--- src/hw/rtl/spq_dot.sv ---
// spq_dot: two-stage dot product unit (three products, then their sum).
// Standalone; used by support_point_query. Point and tag ride along with the data.
module spq_dot #(
    parameter int COORD_BITS = 16,
    parameter int TAG_W      = 9
) (
    input  logic                         i_clk,
    input  logic                         i_rst_n,
    input  logic                         i_valid,
    input  logic [3*COORD_BITS-1:0]      i_point,
    input  logic signed [COORD_BITS-1:0] i_dir_x,
    input  logic signed [COORD_BITS-1:0] i_dir_y,
    input  logic signed [COORD_BITS-1:0] i_dir_z,
    input  logic [TAG_W-1:0]             i_tag,
    output logic                         o_valid,
    output logic [3*COORD_BITS-1:0]      o_point,
    output logic [TAG_W-1:0]             o_tag,
    output logic signed [2*COORD_BITS:0] o_sum
);
    localparam int CB     = COORD_BITS;
    localparam int PROD_W = 2 * CB;
    localparam int SUM_W  = 2 * CB + 1;

    logic                     r_p_valid;
    logic signed [PROD_W-1:0] r_prod_x;
    logic signed [PROD_W-1:0] r_prod_y;
    logic signed [PROD_W-1:0] r_prod_z;
    logic [3*CB-1:0]          r_p_point;
    logic [TAG_W-1:0]         r_p_tag;

    logic                     r_s_valid;
    logic signed [SUM_W-1:0]  r_sum;
    logic [3*CB-1:0]          r_s_point;
    logic [TAG_W-1:0]         r_s_tag;

    always_ff @(posedge i_clk) begin
        if (!i_rst_n) begin
            r_p_valid <= 1'b0;
            r_s_valid <= 1'b0;
        end else begin
            r_p_valid <= i_valid;
            r_s_valid <= r_p_valid;
        end
    end

    // products: point layout is {x, y, z}
    always_ff @(posedge i_clk) begin
        r_prod_x  <= $signed(i_point[3*CB-1:2*CB]) * i_dir_x;
        r_prod_y  <= $signed(i_point[2*CB-1:CB])   * i_dir_y;
        r_prod_z  <= $signed(i_point[CB-1:0])      * i_dir_z;
        r_p_point <= i_point;
        r_p_tag   <= i_tag;
    end

    // exact sum; three products always fit in 2*CB+1 bits
    always_ff @(posedge i_clk) begin
        r_sum     <= SUM_W'(r_prod_x) + SUM_W'(r_prod_y) + SUM_W'(r_prod_z);
        r_s_point <= r_p_point;
        r_s_tag   <= r_p_tag;
    end

    assign o_valid = r_s_valid;
    assign o_point = r_s_point;
    assign o_tag   = r_s_tag;
    assign o_sum   = r_sum;

endmodule

--- config.mk ---
export PLATFORM = sky130hd
export DESIGN_NAME = spq_dot
export DESIGN_NICKNAME = d
export VERILOG_FILES = /design/src/hw/rtl/spq_dot.sv
export SDC_FILE = /design/constraint.sdc
export NUM_CORES = 2
export LEC_CHECK = 0
export BUFFER_PORTS_ARGS = -buffer_cell sky130_fd_sc_hd__buf_2
export CORE_MARGIN = 1
export CORE_UTILIZATION = 59
export CTS_CLUSTER_DIAMETER = 80
export DETAILED_ROUTE_END_ITERATION = 12
export PLACE_DENSITY = 0.77
export SLEW_MARGIN = 20
export SYNTH_ARGS = -nofsm -noshare
export SYNTH_HDL_FRONTEND = slang
export SYNTH_SLANG_ARGS = --single-unit
--- constraint.sdc ---
create_clock -name i_clk -period 11.51 [get_ports i_clk]
set_input_delay 1.151 -clock i_clk [delete_from_list [all_inputs] [get_ports i_clk]]
set_output_delay 1.151 -clock i_clk [all_outputs]
set_load 0.005 [all_outputs]
== Yosys cells after proc, flatten, opt, wreduce, memory -nomap -nowiden ==
Cells that the tools add are included.
Storage, ports and cells
  logic and storage cells: 15
  register bits after elaboration: 245
Cells by class
  multipliers: 3
  add/sub/neg operators: 2
Operators with widths (number)
  16-bit by 16-bit multiplier with 32-bit output: 3
  32-bit by 32-bit adder with 33-bit output: 1
  33-bit by 32-bit adder with 33-bit output: 1

== Depth between registers and ports, before layout ==
  word-level depth: 2
  depth in mapped cells: 23

== Worst setup path after synthesis ==
Ideal clock, no wire load.
  path type: input to register
  from: input port i_point[47]
  to: register r_prod_x[28]
  setup time: 130 ps
  setup slack: 4619 ps
  buffers on the path: 1
  data arrival time: 6761 ps
  stages: 19
  cells stage by stage: clkbuf_1 -> nand2_1 -> inv_1 -> fa_1 -> fa_1 -> fa_1 -> fa_1 -> fa_1 -> inv_1 -> fa_1 -> inv_1 -> ha_1 -> o21ai_0 -> a21boi_0 -> nand3_1 -> or3b_4 -> a311oi_4 -> mux2i_1 -> o211ai_1
On the way
  longest elaborated chain between the ends: 1
Ends and longest elaborated chain
  from (decl): RTL line 10  | input logic [3*COORD_BITS-1:0] i_point,
  16-bit by 16-bit multiplier with 32-bit output: RTL line 48  | r_prod_x <= $signed(i_point[3*CB-1:2*CB]) * i_dir_x;
  to (signal assigned): RTL line 48
  to (decl): RTL line 25  | logic signed [PROD_W-1:0] r_prod_x;
Every way passes these cells.
A chain may end at the register's enable or synchronous reset.

== Final worst setup path ==
Ends and elaborated chain as after synthesis.

==> qor.csv <==
stage,metric,value,unit
clocking,Root Driver,clkbuf_16,
critical_path,required time worst endpoint,11.95,ns
critical_path,Worst Setup Start Kind,input pin,
global_routing,largest net degree at the start of global routing,18,
floorplanning,Initial Util,59.8,%
floorplanning,die area,0.0637,mm2
clocking,Post-CTS Resized,0,
clocking,TritonCTS Buffers,30,
critical_path,Worst Path Arrival,7.21,ns
sta,max-slew violations,0,
critical_path,WS Path Type,input pin to flop,
clocking,CTS Hold Buffers Added,0,
routing,first-iteration detailed-routing DRC count,1702,
critical_path,reg2reg end,o_sum[24]$_DFF_P_,
logic_synthesis,YS warnings,0,
layout,layout cell share with drive strength beyond 1,6.71,%
routing,final WL,80000,um
placement,I/O Buffers,198,
logic_synthesis,Post-Synthesis Cells,3843,
sta,max frequency,148,MHz
floorplanning,die width,252,um
logic_synthesis,Syn Nets,5047,
logic_synthesis,Post-synth EDFFs,0,
sta,final hold viol count,0,
critical_path,Reg2Reg Setup Slack,7.98,ns
global_routing,gr usage total,26.6,%
layout,nets,5163,
global_routing,global-route wire length before repair,135000,um
placement,Setup Slack @ Placement,4.18,ns
routing,drc violations,0,
placement,gpl congestion,0.913,
critical_path,CP Launch Point,i_point[47],
critical_path,Setup crit end kind,flop,
logic_synthesis,"FFs w/ async S/R, synth",0,%
logic_synthesis,Unique masters post-synth,74,
floorplanning,io pins,199,
sta,pin slew with the least headroom to its limit,0.626,ns
floorplanning,Rows,91,
logic_synthesis,syn avg cell area,9.63,um2
logic_synthesis,mapped cell area,0.0370,mm2
min_path,Hold WC Path Type,flop to flop,
clocking,postcts setup bufs,0,
critical_path,maximum fanout along the worst path,17,
floorplanning,Die Y,252,um
logic_synthesis,top_reg_cell synth,dfxtp_1,
critical_path,CP Capture Point,r_prod_x[28]$_DFF_P_,
sta,RSZ-0062 raised after global routing,false,
clocking,Clock Path Buffers,3,
clocking,clk slew on worst S/H paths,0.07,ns
sta,final period utilization,58.8,%
sta,setup_tns,0,ns
floorplanning,Placeable Area,0.0618,mm2
run,Max-Cap Viols,0,
routing,antenna-violating nets left,0,
sta,setup violators final,0,
routing,Vias,25600,
global_routing,vias in the first global route,27300,
routing,Initial DRT Pass Iterations,6,
routing,via/cell ratio,5.32,
clocking,TritonCTS Sinks,245,
global_routing,initial antenna violation count,2,
sta,Rel. slew slack,57.7,%
logic_synthesis,register bit total from synthesis,245,
clocking,CTS H-tree lvls,1,
sta,Final Hold Slack,0.312,ns
routing,WL/cell,16.6,um
layout,Antenna Cells,0,
layout,Layout area overhead,7.04,%
run_status,status,completed,
logic_synthesis,sequential fraction of the synthesis area,13.3,%
global_routing,total grt overflow,0,
critical_path,R2R depth,10,
critical_path,R2R Path Start,r_prod_z[3]$_DFF_P_,
sta,Layout Skew,0.0320,ns
clocking,worst skew pair latency,0.60,ns
sta,Final WS setup,4.74,ns
sta,Tmin final,6.77,ns
placement,HPWL Detailed,65600,um
clocking,CTS tree,built,
cell usage after synthesis, drive strengths merged, types with 32 or more instances:
master	count	area share, %
ha	277	9.4
clkbuf	106	1.1
inv	911	9.2
fa	819	44
a21oi	86	1.2
nand3	32	0.43
dfxtp	245	13
o21ai	65	0.88
and2	371	6.3
xnor2	86	2.0
nor2	116	1.2
nand2	400	4.1
layer usage:
layer / track usage (%) / wire length, um / up-vias / share of wire, %
met1: 35.1 / 32300 / 13000 / 40
met4: 8.47 / 2690 / 0 / 3.4
met3: 2.99 / 4590 / 165 / 5.7
met5: 0 / 0 / - / 0
li1: - / - / 11700 / -
met2: 46.1 / 40400 / 798 / 51
worst min path at each step:
stage	startpoint	endpoint	slack (ns)	depth (start not counted)
2_1_floorplan	r_p_point[0]$_DFF_P_	o_point[0]$_DFF_P_	0.31	0
3_3_place_gp	r_p_point[1]$_DFF_P_	o_point[1]$_DFF_P_	0.31	0
3_5_place_dp	r_p_point[40]$_DFF_P_	o_point[40]$_DFF_P_	0.31	0
4_1_cts	r_p_point[29]$_DFF_P_	o_point[29]$_DFF_P_	0.32	0
5_1_grt	r_p_point[29]$_DFF_P_	o_point[29]$_DFF_P_	0.32	0
6_report	r_p_point[29]$_DFF_P_	o_point[29]$_DFF_P_	0.31	0
registers in the layout, indices dropped and copies added (netlist names):
signal,count
o_tag,9
r_prod_z,32
r_prod_x,32
r_p_point,48
o_point,48
r_prod_y,32
o_sum,33
o_valid,1
r_p_valid,1
r_p_tag,9
critical path, stage by stage:
cell,delay [ns]
buf_2,0.30
nand2_1,0.16
inv_1,0.14
fa_1,0.55
fa_1,0.90
fa_1,0.53
fa_1,0.50
fa_1,0.48
inv_1,0.05
fa_1,0.48
inv_1,0.04
ha_1,0.31
o21ai_0,0.12
a21boi_0,0.37
nand3_1,0.13
or3b_4,0.41
a311oi_4,0.26
mux2i_1,0.22
o211ai_1,0.10
kinds of logic (layout without fill, tap and decap cells):
kind of cell | count (synthesis) | count (layout) | synth area share (%)
fa+ha+maj | 1096 | 1096 | 53.7
compound gates | 323 | 323 | 5.83
simple gates | 1038 | 1038 | 14.0
buf+inv | 1025 | 1164 | 10.4
xor+xnor | 110 | 110 | 2.60
mux | 6 | 6 | 0.166
flops | 245 | 245 | 13.3
through the flow:
| step | util [%] | cell area (um2) | cells |
|---|---|---|---|
| 5_1_grt | 64.0 | 39600 | 4819 |
| 6_report | 64.0 | 39600 | 4819 |
| 4_1_cts | 64.0 | 39600 | 4819 |
| 2_1_floorplan | - | 37000 | 3843 |
| 3_5_place_dp | 62.4 | 38600 | 4764 |
| 3_3_place_gp | 62.4 | 38600 | 4764 |
area by class of cell:
cell class              instances  area [um2]
well taps                     837        1050
fillers                      5013       22200
flip-flops and latches        245        4900
clock inverters                18         201
clock buffers                  37         808
repair buffers                198         991
inverters                     911        3420
multi-input cells            2573       28200
cell usage in the layout, fill, tap and decap left out, types with 18 or more instances in the layout:
| cell | instances |
|---|---|
| nand2b_1 | 18 |
| a21o_1 | 30 |
| o21bai_1 | 21 |
| and2_1 | 371 |
| nor2_1 | 116 |
| buf_2 | 198 |
| ha_1 | 277 |
| xnor2_1 | 86 |
| nand2_1 | 400 |
| a21oi_1 | 85 |
| clkbuf_16 | 31 |
| o21ai_0 | 60 |
| nand3_1 | 32 |
| fa_1 | 819 |
| dfxtp_1 | 245 |
| xor2_1 | 24 |
| nor3_1 | 26 |
| inv_1 | 911 |
Power is left out: the tool's default activity adds up to more than one toggle a clock period on the data nets, which glitch-free logic cannot reach.
